File: src/design/corx_pkg.sv
package corx_pkg;

    // Field widths shared by the core and the address stage.
    localparam int COORD_W = 16;
    localparam int ROW_W   = 14;
    localparam int COLOR_W = 32;
    localparam int ADDR_W  = 64;

    // Register select, taken from paddr bit 3 (registers sit 8 bytes apart).
    localparam logic REG_FB_BASE    = 1'b0;
    localparam logic REG_ROW_PIXELS = 1'b1;

    // Transaction kinds on the input channel.
    localparam logic KIND_START = 1'b0;
    localparam logic KIND_STEP  = 1'b1;

    localparam logic [ROW_W-1:0] ROW_PIXELS_RESET = 14'd1024;

    // One pixel write on its way to the address stage.
    typedef struct packed {
        logic [COORD_W-1:0] px;
        logic [COORD_W-1:0] py;
        logic [COLOR_W-1:0] colour;
        logic               last;
        logic               done;
    } t_pix;

endpackage

File: src/design/corx_addr_gen.sv
module corx_addr_gen
    import corx_pkg::*;
(
    input  logic              i_clk,
    input  logic              i_rst_n,
    input  logic              i_valid,
    output logic              o_ready,
    input  t_pix              i_pix,
    input  logic [ADDR_W-1:0] i_fb_base,
    input  logic [ROW_W-1:0]  i_row_pixels,
    output logic              o_valid,
    input  logic              i_ready,
    output t_pix              o_pix,
    output logic [ADDR_W-1:0] o_byte_address
);

    // Stage B holds the pixel offset px + py * row_pixels, stage C the final address.
    logic        r_b_valid;
    t_pix        r_b_pix;
    logic [30:0] r_b_off;
    logic        r_c_valid;
    t_pix        r_c_pix;
    logic [ADDR_W-1:0] r_c_addr;

    logic        ready_c;
    logic        ready_b;
    logic [29:0] prod;

    assign ready_c = !r_c_valid || i_ready;
    assign ready_b = !r_b_valid || ready_c;
    assign o_ready = ready_b;
    assign prod    = i_pix.py * i_row_pixels;

    always_ff @(posedge i_clk) begin
        if (!i_rst_n) begin
            r_b_valid <= 1'b0;
            r_c_valid <= 1'b0;
        end else begin
            if (ready_b) begin
                r_b_valid <= i_valid;
            end
            if (ready_c) begin
                r_c_valid <= r_b_valid;
            end
        end
    end

    always_ff @(posedge i_clk) begin
        if (ready_b && i_valid) begin
            r_b_pix <= i_pix;
            r_b_off <= {1'b0, prod} + {15'd0, i_pix.px};
        end
        if (ready_c && r_b_valid) begin
            r_c_pix  <= r_b_pix;
            r_c_addr <= i_fb_base + {31'd0, r_b_off, 2'b00};
        end
    end

    assign o_valid        = r_c_valid;
    assign o_pix          = r_c_pix;
    assign o_byte_address = r_c_addr;

endmodule

File: src/design/circle_outline_rasterizer_core.sv
// Midpoint circle outline rasterizer producing framebuffer pixel writes.
//
// Input channel (i_valid / o_ready): a start transaction (kind 0) loads the
// center, radius and color and produces no output. Each step transaction
// (kind 1) produces four pixel-write transactions on the output channel
// (o_valid / i_ready), the fourth flagged by o_last_of_step, and the fourth of
// the final step also flagged by o_circle_done. A step with no circle in
// progress is taken and produces nothing.
// A step accepted into the step register passes through address stages B
// and C before its first write appears. Writes leave at one per cycle while
// the receiver does not stall; the four-slot step register feeds the single
// address multiplier. The next step is accepted in the cycle its predecessor's
// last write moves on, so steps flow back to back. When the receiver stalls,
// the two address stages fill, then the step register holds, and o_ready
// drops until room opens again. Synchronous active-low reset empties all
// stages, ends any circle and sets fb_base to 0 and row_pixels to 1024.
// The user must write registers over APB, at byte addresses 0 (fb_base) and
// 8 (row_pixels), only while the block is idle; the block does not enforce it.
module circle_outline_rasterizer_core
    import corx_pkg::*;
(
    input  logic                      i_clk,
    input  logic                      i_rst_n,
    // Configuration port.
    input  logic                      psel,
    input  logic                      penable,
    input  logic                      pwrite,
    input  logic [3:0]                paddr,
    input  logic [63:0]               pwdata,
    output logic [63:0]               prdata,
    output logic                      pready,
    // Input channel.
    input  logic                      i_valid,
    output logic                      o_ready,
    input  logic                      i_kind,
    input  logic signed [COORD_W-1:0] i_centre_x,
    input  logic signed [COORD_W-1:0] i_centre_y,
    input  logic [14:0]               i_radius,
    input  logic [COLOR_W-1:0]        i_colour,
    // Output channel.
    output logic                      o_valid,
    input  logic                      i_ready,
    output logic [COORD_W-1:0]        o_pixel_x,
    output logic [COORD_W-1:0]        o_pixel_y,
    output logic [ADDR_W-1:0]         o_byte_address,
    output logic [COLOR_W-1:0]        o_pixel_value,
    output logic                      o_last_of_step,
    output logic                      o_circle_done
);

    // Absolute value of an 18-bit signed coordinate, kept to 16 bits.
    function automatic logic [COORD_W-1:0] fold(input logic signed [17:0] v);
        logic [17:0] a;
        a = v[17] ? 18'(-v) : v;
        return a[COORD_W-1:0];
    endfunction

    // Configuration registers.
    logic [ADDR_W-1:0] r_fb_base;
    logic [ROW_W-1:0]  r_row_pixels;

    // Circle state.
    logic                      r_active;
    logic signed [COORD_W-1:0] r_cx;
    logic signed [COORD_W-1:0] r_cy;
    logic [COLOR_W-1:0]        r_colour;
    logic signed [16:0]        r_x;
    logic signed [16:0]        r_y;
    logic signed [19:0]        r_err;

    // Step register: the four folded pixels of one step, issued one per cycle while the address stage is ready.
    logic               r_a_valid;
    logic [1:0]         r_a_slot;
    logic [COORD_W-1:0] r_a_px [4];
    logic [COORD_W-1:0] r_a_py [4];
    logic [COLOR_W-1:0] r_a_colour;
    logic               r_a_done;

    logic               cfg_wr;
    logic               in_fire;
    logic               start_load;
    logic               step_load;
    logic               gen_ready;
    logic               gen_fire;
    logic               a_last;
    t_pix               gen_pix;
    t_pix               out_pix;

    logic signed [17:0] cx18, cy18, x18, y18;
    logic               e_gt_x, e_le_y;
    logic signed [16:0] n_x, n_y;
    logic signed [19:0] n_err;
    logic signed [19:0] inc_x, inc_y;
    logic               n_done;

    assign pready = 1'b1;
    assign cfg_wr = psel && penable && pwrite && pready;

    always_comb begin
        case (paddr[3])
            REG_FB_BASE:    prdata = r_fb_base;
            REG_ROW_PIXELS: prdata = {50'd0, r_row_pixels};
            default:        prdata = '0;
        endcase
    end

    always_ff @(posedge i_clk) begin
        if (!i_rst_n) begin
            r_fb_base    <= '0;
            r_row_pixels <= ROW_PIXELS_RESET;
        end else if (cfg_wr) begin
            case (paddr[3])
                REG_FB_BASE:    r_fb_base    <= pwdata;
                REG_ROW_PIXELS: r_row_pixels <= pwdata[ROW_W-1:0];
                default:        ;
            endcase
        end
    end

    // The step register is free when empty, or when its last pixel moves on now.
    assign a_last   = (r_a_slot == 2'd3);
    assign gen_fire = r_a_valid && gen_ready;
    assign o_ready  = !r_a_valid || (gen_ready && a_last);
    assign in_fire  = i_valid && o_ready;
    assign start_load = in_fire && (i_kind == KIND_START);
    assign step_load  = in_fire && (i_kind == KIND_STEP) && r_active;

    // Midpoint error update; both moves may happen in one step.
    assign cx18   = {{2{r_cx[15]}}, r_cx};
    assign cy18   = {{2{r_cy[15]}}, r_cy};
    assign x18    = {r_x[16], r_x};
    assign y18    = {r_y[16], r_y};
    assign e_gt_x = r_err >  $signed({{3{r_x[16]}}, r_x});
    assign e_le_y = r_err <= $signed({{3{r_y[16]}}, r_y});
    assign n_x    = e_gt_x ? r_x + 17'sd1 : r_x;
    assign n_y    = e_le_y ? r_y + 17'sd1 : r_y;
    assign inc_x  = e_gt_x ? {{2{n_x[16]}}, n_x, 1'b1} : 20'sd0;
    assign inc_y  = e_le_y ? {{2{n_y[16]}}, n_y, 1'b1} : 20'sd0;
    assign n_err  = r_err + inc_x + inc_y;
    assign n_done = !n_x[16];

    always_ff @(posedge i_clk) begin
        if (!i_rst_n) begin
            r_active <= 1'b0;
        end else if (start_load) begin
            r_active <= 1'b1;
        end else if (step_load && n_done) begin
            r_active <= 1'b0;
        end
    end

    always_ff @(posedge i_clk) begin
        if (start_load) begin
            r_cx     <= i_centre_x;
            r_cy     <= i_centre_y;
            r_colour <= i_colour;
            r_x      <= 17'sd0 - $signed({2'b00, i_radius});
            r_y      <= 17'sd0;
            r_err    <= 20'sd2 - $signed({4'b0000, i_radius, 1'b0});
        end else if (step_load) begin
            r_x   <= n_x;
            r_y   <= n_y;
            r_err <= n_err;
        end
    end

    always_ff @(posedge i_clk) begin
        if (!i_rst_n) begin
            r_a_valid <= 1'b0;
            r_a_slot  <= 2'd0;
        end else if (step_load) begin
            r_a_valid <= 1'b1;
            r_a_slot  <= 2'd0;
        end else if (gen_fire) begin
            r_a_slot <= r_a_slot + 2'd1;
            if (a_last) begin
                r_a_valid <= 1'b0;
            end
        end
    end

    // The four writes use the coordinates as they stood before the update.
    always_ff @(posedge i_clk) begin
        if (step_load) begin
            r_a_px[0]  <= fold(cx18 - x18);
            r_a_py[0]  <= fold(cy18 + y18);
            r_a_px[1]  <= fold(cx18 - y18);
            r_a_py[1]  <= fold(cy18 - x18);
            r_a_px[2]  <= fold(cx18 + x18);
            r_a_py[2]  <= fold(cy18 - y18);
            r_a_px[3]  <= fold(cx18 + y18);
            r_a_py[3]  <= fold(cy18 + x18);
            r_a_colour <= r_colour;
            r_a_done   <= n_done;
        end
    end

    always_comb begin
        gen_pix.px     = r_a_px[r_a_slot];
        gen_pix.py     = r_a_py[r_a_slot];
        gen_pix.colour = r_a_colour;
        gen_pix.last   = a_last;
        gen_pix.done   = a_last && r_a_done;
    end

    corx_addr_gen u_addr_gen (
        .i_clk          (i_clk),
        .i_rst_n        (i_rst_n),
        .i_valid        (r_a_valid),
        .o_ready        (gen_ready),
        .i_pix          (gen_pix),
        .i_fb_base      (r_fb_base),
        .i_row_pixels   (r_row_pixels),
        .o_valid        (o_valid),
        .i_ready        (i_ready),
        .o_pix          (out_pix),
        .o_byte_address (o_byte_address)
    );

    assign o_pixel_x      = out_pix.px;
    assign o_pixel_y      = out_pix.py;
    assign o_pixel_value  = out_pix.colour;
    assign o_last_of_step = out_pix.last;
    assign o_circle_done  = out_pix.done;

endmodule

File: config.mk
export PLATFORM = sky130hd
export DESIGN_NAME = circle_outline_rasterizer_core
export DESIGN_NICKNAME = d
export VERILOG_FILES = /design/src/design/corx_pkg.sv /design/src/design/corx_addr_gen.sv /design/src/design/circle_outline_rasterizer_core.sv
export SDC_FILE = /design/constraint.sdc
export NUM_CORES = 2
export LEC_CHECK = 0
export BUFFER_PORTS_ARGS = -buffer_cell sky130_fd_sc_hd__clkbuf_2
export CAP_MARGIN = 20
export CORE_MARGIN = 2
export CORE_UTILIZATION = 45
export DETAILED_ROUTE_END_ITERATION = 8
export PLACE_DENSITY = 0.74
export SLEW_MARGIN = 15
export SYNTH_ARGS = -nofsm -noshare
export SYNTH_HDL_FRONTEND = slang
export SYNTH_HIERARCHICAL = 1
export SYNTH_SLANG_ARGS = --single-unit
File: constraint.sdc
create_clock -name i_clk -period 12.3 [get_ports i_clk]
set_input_delay 0.615 -clock i_clk [delete_from_list [all_inputs] [get_ports i_clk]]
set_output_delay 0.615 -clock i_clk [all_outputs]
set_load 0.01 [all_outputs]
Word level (Yosys, flattened, before mapping)
Memory sizes are Yosys's and may differ from the RTL's. A register that Yosys moved wholly into a read port is not among the register bits.
Index checks and enable logic that the tools add are counted.
- multiply operators: 1
- multiplexer cells: 28
- bitwise gates (word level): 3
- add/sub/neg operators: 25
- $lt $le $gt $ge: 2
- equal/unequal tests: 1
- reductions and logical operators: 26
- operators by type and width (operator ; number):
    two-way mux 16 bit ; 8
    negation 16 bit ; 8
    one-hot mux 64 bit (2 select lines) ; 1
    two-way mux 20 bit ; 4
    adder 16 x 17 -> 18 bit ; 4
    subtractor 16 x 17 -> 18 bit ; 4
    two-way mux 17 bit ; 4
    adder 64 x 33 -> 64 bit ; 1
    adder 20 bit ; 2
    adder 17 x 2 -> 17 bit (second input constant) ; 2
    adder 30 x 16 -> 31 bit ; 1
    multiplier 16 x 14 -> 30 bit ; 1
    greater-than comparator 20 x 17 -> 1 bit ; 1
    less-or-equal comparator 20 x 17 -> 1 bit ; 1
    subtractor 2 x 16 -> 17 bit (first input constant) ; 1
    subtractor 1 x 15 -> 16 bit (first input constant) ; 1
    logical AND 1 bit ; 11
    two-way mux 2 bit ; 4
    nonzero test 2 bit ; 4
    two-way mux 1 bit ; 7
    AND reduction 2 bit ; 3
    zero test 1 bit ; 4
    logical OR 1 bit ; 3
    inverter 1 bit ; 3
    3 further kinds ; 3
- memories: 2
- memory bits (writable): 128
- input port bits: 155
- logic and storage cells: 115
- register bits after elaboration: 462
- output and inout port bits: 197
- memory list (memory ; depth ; bits a word ; read ports ; clocked after Yosys merged registers in ; wr ports ; RTL line ; text):
    r_a_px ; 4 ; 16 ; 1 ; 1 ; 4 ; circle_outline_rasterizer_core.sv:74 ; logic [COORD_W-1:0] r_a_px [4];
    r_a_py ; 4 ; 16 ; 1 ; 1 ; 4 ; circle_outline_rasterizer_core.sv:75 ; logic [COORD_W-1:0] r_a_py [4];

Logic depth before layout (Yosys ltp)
- depth in word-level cells: 11
- gate-level depth with buffers: 25
- gate-level depth less buffers: 22

Modules after synthesis
The synthesis kept the hierarchy.
- by module, submodules not included (module ; sequential area each (sq um) ; cells an instance ; area each (sq um) ; instances):
    circle_outline_rasterizer_core ; 9769.4 ; 2572 ; 25111.6 ; 1
    corx_addr_gen ; 6856.6 ; 1407 ; 16812.4 ; 1

Least setup slack after synthesis
OpenSTA, ideal clock, no wires.
- path kind: input to register
- from: input port i_ready
- to: register u_addr_gen.r_c_addr[0] (netlist: u_addr_gen/o_byte_address[0]), enable pin
- setup slack: 5221 ps
- cell stages on the path: 2
- data arrival time: 6442 ps
- path buffers: 0
- setup time: 637 ps
- required time: 11663 ps
- cell sequence: nor2b_1 -> nor2b_1
- word-level cells in the longest chain between the ends: 2
- RTL lines (what ; RTL line ; text):
    start, declared ; circle_outline_rasterizer_core.sv:42 ; input logic i_ready,
    logical OR 1 bit ; corx_addr_gen.sv:29 ; assign ready_c = !r_c_valid || i_ready;
    logical AND 1 bit ; corx_addr_gen.sv:53 ; if (ready_c && r_b_valid) begin
    end signal, assigned ; corx_addr_gen.sv:55 ; r_c_addr <= i_fb_base + {31'd0, r_b_off, 2'b00};
    end, declared ; corx_addr_gen.sv:23 ; logic [ADDR_W-1:0] r_c_addr;
No other way between the ends.
A chain may end at the register's enable or synchronous reset.

==> results by group <==
STA
  – Worst-margin pin slew: approximately 1100 ps
  – Final WS setup: roughly 4800 ps
  – Fin crit share: between 60% and 70%
  – Min Clock Period, post-route: between 7000 and 8000 ps
  – Worst clock skew: 42.9 ps
  – Slew headroom: between 20% and 30%
  – Final hold violations: 0
  – Setup-failing EPs final: 0
  – Final Max Slew Viols: 0
  – RSZ-0062 raised after global routing: no
  – Fin Setup TNS: 0 ps
  – Max frequency: 133 MHz

Final layout
  – P&R area growth vs syn: 12.2%
  – Most frequent cells in the layout: edfxtp_1, nand2_1, clkbuf_2, ha_1, inv_1
  – Layout cells sized above 1: between 10% and 20%
  – Commonest non-fill, non-tap cell in the layout: edfxtp_1
  – Multi-input logic area: 23500 sq um
  – Final cell count without fillers: roughly 5600
  – Nets@finish: 4984
  – Register area: around 17000 sq um
  – # fillers: between 8000 and 9000

Global routing
  – Total grt overflow: 0
  – Vias in the first global route: ~30000
  – Largest net degree at the start of global routing: around 90
  – GRT Util Overall: roughly 23%
  – Initial antenna violation count: 1
  – First-pass GRT wire length: between 150 and 200 mm

Power
  – Psw: approximately 1700 uW
  – Peak VDD IR: 0.111 mV
  – Comb power frac: 24.2%
  – Clock power frac: ~35%
  – Sw frac: a little under a third
  – Pwr Density: between 100 and 150 nW/um^2
  – Cell internal pwr: around 4000 uW
  – Sequential share of power: between 40 and 50%
  – Final Power: about 5700 uW
  – Pleak: between 0.015 and 0.02 uW

Clock network
  – Hold-fix buffers at CTS: 0
  – CTS Root Cell: clkbuf_16
  – Setup bufs post-CTS: 0
  – Resized cells post-CTS: 0
  – Maximum clock insertion buffer count: 3
  – CTS Buf Count: 67
  – H-tree depth reported by CTS: 3
  – CTS tree: yes
  – Skew-Pair Late Insertion Delay: 640 ps
  – Clock slew at reported path FFs: approximately 60 ps
  – Num Clock Sinks: slightly below 600

Logic synthesis
  – Top cell type by total area after synthesis: edfxtp_1
  – Synth area leaders: edfxtp_1, ha_1, fa_1
  – Async SR Flop Fraction: 0%
  – Top-area cell type share of the netlist area: between 30% and 40%
  – Mean Syn Cell Area: ~11 sq um
  – Net Count, Synth: around 4700
  – Sequential area share after synthesis: between 30% and 40%
  – Post-Syn Instances: approximately 4000
  – Primary FF master, synth: edfxtp_1
  – Unique masters post-synth: 95
  – Yosys reg bits: slightly below 600
  – Synth warn: 6
  – Post-Syn Area: around 42000 sq um
  – Post-synth EDFFs: just under 500

Worst setup path
  – Worst setup SP type: flip-flop
  – Critical Path RT: about 13000 ps
  – Crit Path Class: flip-flop to flip-flop
  – Crit path max fanout: 32
  – Crit end category: flip-flop
  – Arr. time, crit path: between 7000 and 8000 ps

Route
  – Drt initial violations: ~2700
  – Post-route ant nets: 0
  – DRC: 0
  – Routed wire length: between 100 and 150 mm
  – Drt first pass iters: 5
  – Via density: 5.50
  – DR WL/cell: between 15 and 20 microns
  – Vias: between 30000 and 40000

Placed design
  – Setup WS pre-CTS: 4760 ps
  – Placed Cells: about 5500
  – Detail Placement HPWL: between 80 and 90 mm
  – Placer Congestion: roughly 0.98
  – Port bufs: 347

Die
  – I/O pin cnt: 352
  – Initial Utilization: between 40% and 50%
  – Die height: roughly 310 microns
  – Rows: about 110
  – Total Die Area: around 96000 sq um
  – Total core area: 91900 sq um
  – Die width: roughly 310 microns

Status
  – Status: completed

Run
  – Max Cap Viol: 0

Worst hold path
  – Worst hold path type: input port to flip-flop
==> per-stage QoR <==
stage / instance area, sq um / hold WS (ps) / utilization, %
2_1_floorplan: 41900 / 400 / -
3_3_place_gp: 44900 / 400 / 48.8
3_5_place_dp: 44900 / 405 / 48.8
4_1_cts: 47000 / 110 / 51.2
5_1_grt: 47000 / 121 / 51.2
6_report: 47100 / 154 / 51.2
==> worst paths after layout <==
| check | start | to | slack, ps | cells after the start |
|---|---|---|---|---|
| max | flip-flop | u_addr_gen/r_b_off[30]$_DFFE_PP_ | 4780 | 22 |
| min | i_colour[12] | r_colour[12]$_DFFE_PP_ | 150 | 1 |
| max reg2reg | flip-flop | u_addr_gen/r_b_off[30]$_DFFE_PP_ | 4780 | 22 |
| min reg2reg | r_a_colour[4]$_DFFE_PP_ | u_addr_gen/r_b_pix[6]$_DFFE_PP_ | 400 | 0 |
==> synth_stat cells (all sizes together) (53+ instances only) <==
master  instances
edfxtp        485
a21oi         201
nand3          67
nand2         406
ha            338
a21o           59
dfxtp         103
nor3           68
xor2          119
nor2          221
clkbuf        114
a21boi         82
nor2b          82
xnor2         254
inv           328
fa            211
o21ai         133
a31oi          53
and2          143
==> kinds of logic (layout without fill, tap and decap cells) <==
kind of cell	Yosys count	in the layout	share of synthesized area, %
and+or+nand+nor	1204	1204	14.2
AOI/OAI and AO/OA	738	738	11.6
DFF	588	588	39.7
adders and majority gates	549	549	20.2
buffers and inverters	468	819	4.27
xor gates and xnor gates	373	373	7.79
muxes	58	58	2.35
other	1	2	0.00894
==> worst max-delay path, cell delays in order (launching register included) <==
cell      delay, ps
dfxtp_2         310
buf_4           510
mux4_2          790
and2_1          250
fa_1            500
inv_1            60
fa_1            520
inv_1            50
fa_1            490
inv_1            50
fa_1            530
inv_1            50
fa_1            490
fa_1            420
ha_1            380
o21ai_0         150
a211oi_1        270
nand3_1         210
a41o_1          320
o21ai_0         320
nand4_1         180
a32oi_1         270
xnor2_1         100
==> per-layer routing <==
metal / GRT usage [%] / vias to the layer above / part of all wire [%]
met2: 38.1 / 958 / 48
met3: 3.00 / 182 / 5.7
met5: 0 / - / 0
li1: - / 14500 / -
met4: 8.17 / 0 / 3.3
met1: 30.3 / 15000 / 43
==> power groups by stage <==
stage	combinational (uW)	sequential, uW	clock [uW]
after floorplan	1020	2360	0
after global placement	1320	2390	0
after detailed placement	1360	2390	0
after CTS	1370	2350	2030
after global routing	1540	2360	2100
final	1380	2350	1980
==> cell type report <==
type	instances	share of cell area, %
Timing Repair Buffer	371	4.07
Multi-Input combinational cell	2923	50.0
Clock buffer	89	3.94
Clock inverter	30	0.675
Inverter	329	2.64
Sequential cell	588	35.3
Tap cell	1243	3.31
Antenna cell	1	0.00532
==> sequential cells by signal, indices dropped and copies added (netlist names), 2 cells and up, named ones only <==
register                   count
u_addr_gen/o_pix              66
u_addr_gen/r_b_pix            66
r_fb_base                     64
u_addr_gen/o_byte_address     64
r_a_px                        62
r_a_py                        62
r_a_colour                    32
r_colour                      32
u_addr_gen/r_b_off            31
r_err                         20
r_x                           17
r_y                           17
r_cx                          16
r_cy                          16
r_row_pixels                  14
r_a_slot                       2
Power figures use the tool's default switching activity.
